`src/rtl/lob_pkg.sv`:
```
package lob_pkg;

  localparam int ORDER_SLOTS = 1024;
  localparam int PRICE_TICKS = 4096;
  localparam int MAX_DEPTH   = 16;
  localparam int QTY_BITS    = 24;

  localparam int HANDLE_W   = $clog2(ORDER_SLOTS);
  localparam int PRICE_W    = $clog2(PRICE_TICKS);
  localparam int QTY_W      = QTY_BITS;
  localparam int CNT_W      = 5;
  localparam int VOL_W      = 34;
  localparam int SUM_W      = VOL_W + 4;
  localparam int LVL_ADDR_W = PRICE_W + 1;
  localparam int PROD_W     = QTY_W + PRICE_W;
  localparam int DIV_NUM_W  = 56;
  localparam int DIV_DEN_W  = 40;
  localparam int DIV_CNT_W  = $clog2(DIV_NUM_W);
  localparam int IN_DATA_W  = 56;
  localparam int OUT_DATA_W = 144;
  localparam int IMB_DEPTH_RESET = 5;

  typedef enum logic [2:0] {
    ACT_ADD,
    ACT_MODIFY,
    ACT_CANCEL,
    ACT_IMPACT,
    ACT_DEPTH_BID,
    ACT_DEPTH_ASK,
    ACT_NOP
  } act_t;

  typedef enum logic [1:0] {
    STAT_OK      = 2'd0,
    STAT_UNKNOWN = 2'd1,
    STAT_REJECT  = 2'd2
  } status_t;

  typedef enum logic [3:0] {
    S_CLEAR,
    S_IDLE,
    S_SLOT_CK,
    S_LVL_WR,
    S_WALK_RD,
    S_WALK_CK,
    S_WALK_ACC,
    S_DIV_START,
    S_DIV_WAIT,
    S_EMIT_LVL,
    S_EMIT_ONE
  } state_t;

  typedef enum logic [2:0] {
    PH_BEST_BID,
    PH_BEST_ASK,
    PH_IMB_BID,
    PH_IMB_ASK,
    PH_IMPACT,
    PH_COUNT,
    PH_LEVELS
  } phase_t;

  typedef struct packed {
    act_t                act;
    logic [HANDLE_W-1:0] handle;
    logic                buy;
    logic [PRICE_W-1:0]  price;
    logic [QTY_W-1:0]    qty;
    logic [CNT_W-1:0]    cnt;
  } cmd_t;

  typedef struct packed {
    logic                valid;
    logic                side;
    logic [PRICE_W-1:0]  price;
    logic [QTY_W-1:0]    qty;
  } slot_t;

  typedef struct packed {
    logic [3:0]          pad;
    logic [CNT_W-1:0]    level_count;
    logic [QTY_W-1:0]    quantity;
    logic [PRICE_W-1:0]  price;
    logic                is_buy;
    logic [HANDLE_W-1:0] order_handle;
  } in_word_t;

  typedef struct packed {
    logic [4:0]          pad;
    logic [VOL_W-1:0]    level_volume;
    logic [PRICE_W-1:0]  level_price;
    logic [23:0]         impact_fine;
    logic [15:0]         imbalance_q15;
    logic [11:0]         spread_ticks;
    logic [12:0]         mid_doubled;
    logic                ask_present;
    logic                bid_present;
    logic [11:0]         best_ask;
    logic [11:0]         best_bid;
    logic [1:0]          status;
  } out_word_t;

  // Zero reads as one level, anything deeper than the book supports is capped.
  function automatic logic [CNT_W-1:0] clamp_depth(input logic [CNT_W-1:0] n);
    logic [CNT_W-1:0] r;
    if (n == '0) begin
      r = CNT_W'(1);
    end else if (n > CNT_W'(MAX_DEPTH)) begin
      r = CNT_W'(MAX_DEPTH);
    end else begin
      r = n;
    end
    return r;
  endfunction

endpackage

```
`src/rtl/lob_front.sv`:
```
module lob_front (
  input  logic                          clk,
  input  logic                          rst_n,
  input  logic                          hold,
  input  logic                          in_tvalid,
  output logic                          in_tready,
  // order_handle, is_buy, price, quantity, level_count (from bit 0 up)
  input  logic [lob_pkg::IN_DATA_W-1:0] in_tdata,
  // action
  input  logic [2:0]                    in_tuser,
  output logic                          q_valid,
  output lob_pkg::cmd_t                 q_cmd,
  input  logic                          q_ready
);
  import lob_pkg::*;

  cmd_t       fifo_r [2];
  logic       wr_ptr_r, rd_ptr_r;
  logic [1:0] count_r;
  logic       push, pop;
  in_word_t   iw;
  cmd_t       cmd_in;

  assign iw = in_word_t'(in_tdata);

  always_comb begin
    cmd_in.handle = iw.order_handle;
    cmd_in.buy    = iw.is_buy;
    cmd_in.price  = iw.price;
    cmd_in.qty    = iw.quantity;
    cmd_in.cnt    = clamp_depth(iw.level_count);
    unique case (in_tuser)
      ACT_ADD:       cmd_in.act = ACT_ADD;
      ACT_MODIFY:    cmd_in.act = ACT_MODIFY;
      ACT_CANCEL:    cmd_in.act = ACT_CANCEL;
      ACT_IMPACT:    cmd_in.act = ACT_IMPACT;
      ACT_DEPTH_BID: cmd_in.act = ACT_DEPTH_BID;
      ACT_DEPTH_ASK: cmd_in.act = ACT_DEPTH_ASK;
      default:       cmd_in.act = ACT_NOP;
    endcase
  end

  assign in_tready = !hold && (count_r != 2'd2);
  assign push      = in_tvalid && in_tready;
  assign q_valid   = (count_r != 2'd0);
  assign pop       = q_valid && q_ready;
  assign q_cmd     = fifo_r[rd_ptr_r];

  always_ff @(posedge clk) begin
    if (push) begin
      fifo_r[wr_ptr_r] <= cmd_in;
    end
  end

  always_ff @(posedge clk) begin
    if (!rst_n) begin
      wr_ptr_r <= 1'b0;
      rd_ptr_r <= 1'b0;
      count_r  <= 2'd0;
    end else begin
      if (push) wr_ptr_r <= !wr_ptr_r;
      if (pop)  rd_ptr_r <= !rd_ptr_r;
      count_r <= count_r + 2'(push) - 2'(pop);
    end
  end

endmodule

```
`config.mk`:
```
export PLATFORM = sky130hd
export DESIGN_NAME = lob_front
export DESIGN_NICKNAME = d
export VERILOG_FILES = /design/src/rtl/lob_pkg.sv /design/src/rtl/lob_front.sv
export SDC_FILE = /design/constraint.sdc
export NUM_CORES = 1
export LEC_CHECK = 0
export BUFFER_PORTS_ARGS = -buffer_cell sky130_fd_sc_hd__buf_2
export CAP_MARGIN = 20
export CELL_PAD_IN_SITES_DETAIL_PLACEMENT = 1
export CELL_PAD_IN_SITES_GLOBAL_PLACEMENT = 2
export CORE_ASPECT_RATIO = 0.75
export CORE_MARGIN = 1.5
export CORE_UTILIZATION = 25
export DETAILED_ROUTE_END_ITERATION = 10
export GPL_ROUTABILITY_DRIVEN = 1
export PLACE_DENSITY_LB_ADDON = 0.05
export SLEW_MARGIN = 20
export SYNTH_ARGS = -nofsm -noshare
export SYNTH_HDL_FRONTEND = slang
export SYNTH_SLANG_ARGS = --single-unit
```
`constraint.sdc`:
```
create_clock -name clk -period 4 [get_ports clk]
set_input_delay 0.4 -clock clk [delete_from_list [all_inputs] [get_ports clk]]
set_output_delay 0.4 -clock clk [all_outputs]
set_load 0.03 [all_outputs]
```
# Word level (Yosys, flattened, before mapping)
# Memory sizes are Yosys's and may differ from the RTL's. A register that Yosys moved wholly into a read port is not among the register bits.
# Cells that the tools add are included.
word_totals:
  reg_bits: 4
  ramBits: 110
  input_bits: 64
  elab_cells: 29
  n_memories: 1
op_classes:
  n_addsub: 2
  order_cmp: 1
  n_eq_ne: 6
  muxes: 7
  n_reduce_logical: 9
mem_list:
  columns: ["memory", "words", "word_bits", "rd", "rd_ports_with_merged_regs", "write_ports", "line_no", "text"]
  rows:
  - ["fifo_r", 2, 55, 1, 1, 1, "lob_front.sv:17", "cmd_t fifo_r [2];"]
ops:
  columns: ["cell", "n"]
  rows:
  - ["3-bit one-hot mux with 6 select lines", 1]
  - ["5-bit 2-to-1 mux", 2]
  - ["3-bit by 2-bit equality test with 1-bit output (second input constant)", 2]
  - ["3-bit equality test (second input constant)", 2]
  - ["5-bit > comparator (second input constant)", 1]
  - ["5-bit logical NOT", 1]
  - ["1-bit 2-to-1 mux", 4]
  - ["3-bit by 1-bit equality test with 1-bit output (second input constant)", 1]
  - ["1-bit logical AND", 3]
  - ["1-bit logical NOT", 3]
  - ["3-bit logical NOT", 1]
  - ["2-bit by 1-bit adder with 2-bit output", 1]
  - ["2-bit inequality test (second input constant)", 1]
  - ["2-bit nonzero test", 1]
  - ["2-bit by 1-bit subtractor with 2-bit output", 1]

# Depth between registers and ports, before layout
# Gate-level depths: netlist of the first run.
logic_depth:
  ltp_word: 5
  ltp_mapped: 9
  ltp_nobuf: 9

# Least setup slack after synthesis of the first run
# Ideal clock, no wire load.
synth_timing:
  path_kind: "reg2reg"
  startpoint: "reg count_r[1]"
  endpoint: "mem fifo_r[1][0] (netlist name), enable pin"
  arrival_ns: 2.365
  required_time_ns: 3.581
  path_slack_ns: 1.216
  stages_incl_launch_ff: 4
  n_path_buf: 0
  period_less_slack_ns: 2.784
  cell_sequence: "dfxtp_1 > nor2b_4 > nor2_1 > and3_1"
synth_via:
  elab_chain_cells: 5
synth_lines:
  columns: ["element", "line_no", "text"]
  rows:
  - ["start, declared", "lob_front.sv:19", "logic [1:0] count_r;"]
  - ["start signal, assigned", "lob_front.sv:63", "count_r <= count_r + 2'(push) - 2'(pop);"]
  - ["2-bit inequality test", "lob_front.sv:43", "assign in_tready = !hold && (count_r != 2'd2);"]
  - ["1-bit logical AND", "lob_front.sv:43", null]
  - ["via in_tready", "lob_front.sv:6", "output logic in_tready,"]
  - ["1-bit logical AND", "lob_front.sv:44", "assign push = in_tvalid && in_tready;"]
  - ["1-bit 2-to-1 mux", "lob_front.sv:50", "if (push) begin"]
  - ["1-bit 2-to-1 mux (not written as such)", "lob_front.sv:51", "fifo_r[wr_ptr_r] <= cmd_in;"]
  - ["end, declared", "lob_front.sv:17", null]
# The timed path passes the listed nets, and every way through them passes these cells.

==> flow_metrics.env, run 1 <==
export IMPL_die_width_um=154
export IMPL_ys_types=24
export IMPL_crit_required_ns=3.60
export IMPL_drive_above_1_share_pct=43.1
export IMPL_path_clk_slew_ns=0.05
export IMPL_cp_start_kind="flop"
export IMPL_final_common_cell="buf_2"
export IMPL_drt_initial_drc_count=69
export IMPL_relSlewSlack_pct=59.5
export IMPL_cpPeakStageDelay_ns=0.71
export IMPL_clockBufferDepth=2
export IMPL_ant_nets=0
export IMPL_hold_slack_ns=0.182
export IMPL_final_area_um2=5730
export IMPL_die_height_um=116
export IMPL_cp_arrival_ns=1.98
export IMPL_antennaDiodeCount=0
export IMPL_final_util_pct=34.2
export IMPL_gp_congestion=0.658
export IMPL_maxCapViolCount=0
export IMPL_cp_end_kind="output pin"
export IMPL_synthesis_nets=275
export IMPL_hpwl_um=5870
export IMPL_grt_pass1_wl_um=13700
export IMPL_core_area_um2=16800
export IMPL_viasPerCell=4.04
export IMPL_htreeDepth=4
export IMPL_start_util_pct=25.5
export IMPL_p_leak_nw=2.16
export IMPL_drtPass1Iterations=4
export IMPL_fin_nets=406
export IMPL_yosysTopAreaCell="edfxtp_1"
export IMPL_path_class="reg -> out"
export IMPL_place_worst_setup_slack_ns=1.73
export IMPL_grt_pass1_vias=2476
export IMPL_routedWlPerCell_um=15.6
export IMPL_pin_count=121
export IMPL_io_buffers=116
export IMPL_synth_yosys_seq_area_share_pct=79.5
export IMPL_vias=2296
export IMPL_worst_path_buf_inv=2
export IMPL_ctsResizeCount=0
export IMPL_period_share_pct=59.6
export IMPL_hp_class="in -> reg"
export IMPL_synth_area_um2=4280
export IMPL_postCtsHoldBufs=0
export IMPL_dieArea_um2=17900
export IMPL_rows=41
export IMPL_cp_max_fo=34
export IMPL_final_cell_mix="116 x buf_2, 110 x edfxtp_1, 55 x mux2_1, 17 x clkbuf_16"
export IMPL_place_area_um2=5110
export IMPL_totalWireLength_um=8890
export IMPL_synth_top_area_share_pct=77.1
export IMPL_async_reset_ff_share_pct=0
export IMPL_ys_warn_count=0
export IMPL_rr_worst_depth=4
export IMPL_area_growth_pct=33.9
export IMPL_cts_buffers=17
export IMPL_min_path_cells=1
export IMPL_skew_ns=0.00394
export IMPL_power_total_mw=4.00
export IMPL_drc=0
export IMPL_synthFlopType="edfxtp_1"
export IMPL_synth_cells=209
export IMPL_crit_family="flip-flops"
export IMPL_postCtsSetupBuffers=0
export IMPL_overflow=0
export IMPL_cpMaxStageDelayCell="dfxtp_2"
export IMPL_setup_viol=0
export IMPL_peakVddDrop_v=0.000286
export IMPL_grtUsageTotal_pct=10.7
export IMPL_rsz0062_at_grt="no"
export IMPL_critical_path_depth=3
export IMPL_synth_edff_count=110
export IMPL_outcome="completed"
export IMPL_hold_violations=0
export IMPL_cts_sinks=115
export IMPL_tightest_slew_ns=0.607
export IMPL_syn_area_per_cell_um2=20.5
export IMPL_fin_setup_tns_ns=0
export IMPL_cts_tree="built"
export IMPL_placed_cells_incl_taps=536
export IMPL_final_cell_count_no_fill=568
export IMPL_fmax_mhz=419
export IMPL_antenna_found_initial=1
export IMPL_slew_viol_final=0
export IMPL_yosys_top_cells_area="edfxtp_1 77%, mux2_1 14%, dfxtp_1 2.3%"
export IMPL_root_buffer="clkbuf_16"
export IMPL_setup_ws_ns=1.62
export IMPL_grt_max_degree=35
export IMPL_min_period_ns=2.38
export IMPL_synth_seq_cells=115
export IMPL_clk_latency_ns=0.40
export IMPL_path_cells="buf_12 -> mux2_1 -> buf_2"
export IMPL_power_per_cell_area_nw_per_um2=698
[worst reg2reg max path: stages (launching register included)]
cell and delay, ns:
dfxtp_1 0.41, nor2b_4 0.07, or3_1 0.38, inv_2 0.47
buf_4 0.38
[flip-flops by register name (all words and copies together) (netlist names), named ones only]
signal,cells
rd_ptr_r,1
count_r,2
fifo_r,110
wr_ptr_r,1
[area by class of cell]
cell class,count,area (um^2)
Clock buffer,18,429
Clock inverter,14,191
Fill cell,1717,11000
Inverter,3,11.3
Multi-Input combinational cell,82,796
Sequential cell,115,3400
Tap cell,215,269
Timing Repair Buffer,121,631
[cell families after synthesis]
group | after synthesis | share of synthesized area [%]
AOI/OAI and AO/OA | 4 | 0.614
xor gates and xnor gates | 2 | 0.409
muxes | 55 | 14.5
buffers and inverters | 12 | 1.96
DFF | 115 | 79.5
adders and majority gates | 2 | 0.584
and+or+nand+nor | 19 | 2.48
[power by group]
group	switching (mW)	internal (mW)	total, mW
combinational	0.609	0.310	0.919
sequential	0.0638	1.44	1.50
clock	0.496	1.09	1.58
[cells in the mapped netlist, drive strengths merged, types with 2 or more instances]
| library cell | count |
|---|---|
| nor2 | 6 |
| nor3 | 2 |
| edfxtp | 110 |
| inv | 3 |
| ha | 2 |
| buf | 6 |
| nor2b | 4 |
| mux2 | 55 |
| clkbuf | 3 |
| and2 | 2 |
| dfxtp | 5 |
[worst paths after layout]
| path | start | slack, ns | to |
|---|---|---|---|
| worst max register to register | count_r[0] | 1.95 | fifo_r[0][40] |
| worst min register to register | wr_ptr_r | 0.51 | wr_ptr_r |
| worst min-delay path | in_tdata[44] | 0.18 | fifo_r[0][26] |
| worst max-delay path | flop | 1.62 | q_cmd[33] |
[per-layer routing]
layer  vias up  part of all wire [%]  global-route usage [%]
met4         2                   1.9                    5.44
met3        15                   8.1                    5.57
met5         -                  0.11                       0
li1       1071                     -                       -
met1      1139                    42                    12.2
met2        69                    48                    16.8
No activity file was read; power rests on OpenSTA's default activity.
==> run 2, diff against run 1 <==
==> constraint.sdc (replaced) <==
create_clock -name clk -period 2.5 [get_ports clk]
set_input_delay 0.25 -clock clk [delete_from_list [all_inputs] [get_ports clk]]
set_output_delay 0.25 -clock clk [all_outputs]
set_load 0.03 [all_outputs]
==> run 2 against run 1 <==
Die area did not move. Global-route usage up 0.50 points. Clock-buffer cell count up 1. Worst hold slack got worse by 0.15 ns. Combinational power rose by 70%. Via count is 0.13% higher. Final cell count rose by 0.35%. Clock power grew 49%. Critical path type unchanged.
==> flow_metrics.env, run 2 (synthesis gave the netlist of run 1 again) <==
export IMPL_dieArea_um2=17900
export IMPL_gp_congestion=0.622
export IMPL_place_worst_setup_slack_ns=0.710
export IMPL_p_sw_mw=1.90
export IMPL_maxCapViolCount=0
export IMPL_drc=0
export IMPL_hp_class="in -> reg"
export IMPL_seqCellArea_um2=3400
export IMPL_start_util_pct=25.5
export IMPL_cts_tree="built"
export IMPL_htreeDepth=4
export IMPL_final_util_pct=34.1
export IMPL_viasPerCell=4.03
export IMPL_drt_initial_drc_count=95
export IMPL_outcome="completed"
export IMPL_final_common_cell="buf_2"
export IMPL_postCtsSetupBuffers=0
export IMPL_drtPass1Iterations=4
export IMPL_relSlewSlack_pct=66.4
export IMPL_grtUsageTotal_pct=11.2
export IMPL_pin_count=121
export IMPL_cpPeakStageDelay_ns=0.38
export IMPL_overflow=0
export IMPL_skew_ns=0.00660
export IMPL_cp_arrival_ns=1.60
export IMPL_power_per_cell_area_nw_per_um2=1090
export IMPL_largest_register_ffs=110
export IMPL_ctsResizeCount=0
export IMPL_io_buffers=116
export IMPL_peakVddDrop_v=0.000430
export IMPL_min_period_ns=1.85
export IMPL_tightest_slew_ns=0.504
export IMPL_drive_above_1_share_pct=43.8
export IMPL_routedWlPerCell_um=16.4
export IMPL_totalWireLength_um=9330
export IMPL_clockBufferDepth=2
export IMPL_area_growth_pct=33.6
export IMPL_p_leak_nw=2.15
export IMPL_hold_violations=0
export IMPL_final_cell_mix="116 x buf_2, 110 x edfxtp_1, 55 x mux2_1, 17 x clkbuf_16, 6 x nor2_1"
export IMPL_switching_share_pct=30.3
export IMPL_path_cells="buf_4 -> mux2_1 -> buf_2"
export IMPL_cpMaxStageDelayCell="mux2_1"
export IMPL_place_area_um2=5140
export IMPL_die_height_um=116
export IMPL_core_area_um2=16800
export IMPL_p_seq_share_pct=37.5
export IMPL_registers_top_by_ff_count="fifo_r"
export IMPL_period_share_pct=74.0
export IMPL_setup_viol=0
export IMPL_slew_viol_final=0
export IMPL_postCtsHoldBufs=0
export IMPL_fmax_mhz=541
export IMPL_fin_nets=407
export IMPL_fin_setup_tns_ns=0
export IMPL_setup_ws_ns=0.651
export IMPL_final_area_um2=5720
export IMPL_ant_nets=0
export IMPL_grt_pass1_wl_um=14300
export IMPL_multi_input_area_um2=796
export IMPL_root_buffer="clkbuf_16"
export IMPL_path_clk_slew_ns=0.05
export IMPL_grt_max_degree=39
export IMPL_p_int_mw=4.36
export IMPL_hpwl_um=6090
export IMPL_clk_latency_ns=0.40
export IMPL_vias=2299
export IMPL_cts_sinks=115
export IMPL_rows=41
export IMPL_crit_required_ns=2.25
export IMPL_p_comb_share_pct=25.0
export IMPL_cts_buffers=17
export IMPL_die_width_um=154
export IMPL_cp_max_fo=17
export IMPL_pwr_share_clk_pct=37.5
export IMPL_grt_pass1_vias=2482
export IMPL_cp_end_kind="output pin"
export IMPL_antenna_found_initial=1
export IMPL_reg_top3="fifo_r x110, count_r x2"
export IMPL_nFillCells=1719
export IMPL_path_class="reg -> out"
export IMPL_cp_start_kind="flop"
export IMPL_rsz0062_at_grt="no"
==> run 2: cell types whose count changed in the layout (fill, tap and decap cells not counted), sizes merged <==
| cell | previous run | this run |
|---|---|---|
| buf | 121 | 122 |
| bufinv | 5 | 3 |
| clkbuf | 18 | 19 |
| clkinv | 9 | 8 |
| clkinvlp | 0 | 2 |
| diode | 0 | 1 |
==> run 2: worst paths after layout <==
kind	from	endpoint	slack, ns	depth (start not counted)
worst min register to register	wr_ptr_r	wr_ptr_r	0.49	2
worst min-delay path	in_tdata[19]	fifo_r[1][37]	0.03	1
worst max-delay path	flop	q_cmd[40]	0.65	3
worst max register to register	count_r[0]	fifo_r[0][29]	0.74	4
==> run 2: critical path, delay by kind of cell (launching register included) <==
kind     cells  cell delay (ns)
flops        1             0.34
buf+inv      2             0.47
mux          1             0.38
==> run 2: routing by layer <==
metal,part of all wire (%),up-vias,track usage (%)
li1,-,1075,-
met1,45,1137,14.2
met2,45,76,16.3
met3,8.2,11,5.42
met4,1.6,0,5.24
met5,0,-,0
==> run 2: stage by stage <==
stage               instances  total power [mW]  hold WS [ns]
floorplan                 209              3.50         0.349
global placement          537              3.99         0.438
detailed placement        537              3.99         0.441
CTS                       569              6.38       0.00702
global route              569              6.57       0.00384
finish                    570              6.25        0.0320
==> run 2: power by group through the flow <==
stage	clock network (mW)	registers, mW	logic, mW
floorplan	0	2.37	1.13
global placement	0	2.38	1.61
detailed placement	0	2.38	1.60
CTS	2.43	2.35	1.61
global route	2.52	2.36	1.69
finish	2.35	2.34	1.56
==> run 2: final cells by class <==
| cell class | instances | area share (%) |
|---|---|---|
| Sequential cell | 115 | 59.5 |
| Timing Repair Buffer | 122 | 11.6 |
| Inverter | 3 | 0.197 |
| Tap cell | 215 | 4.70 |
| Clock inverter | 13 | 2.47 |
| Clock buffer | 19 | 7.57 |
| Multi-Input combinational cell | 82 | 13.9 |
| Antenna cell | 1 | 0.0437 |
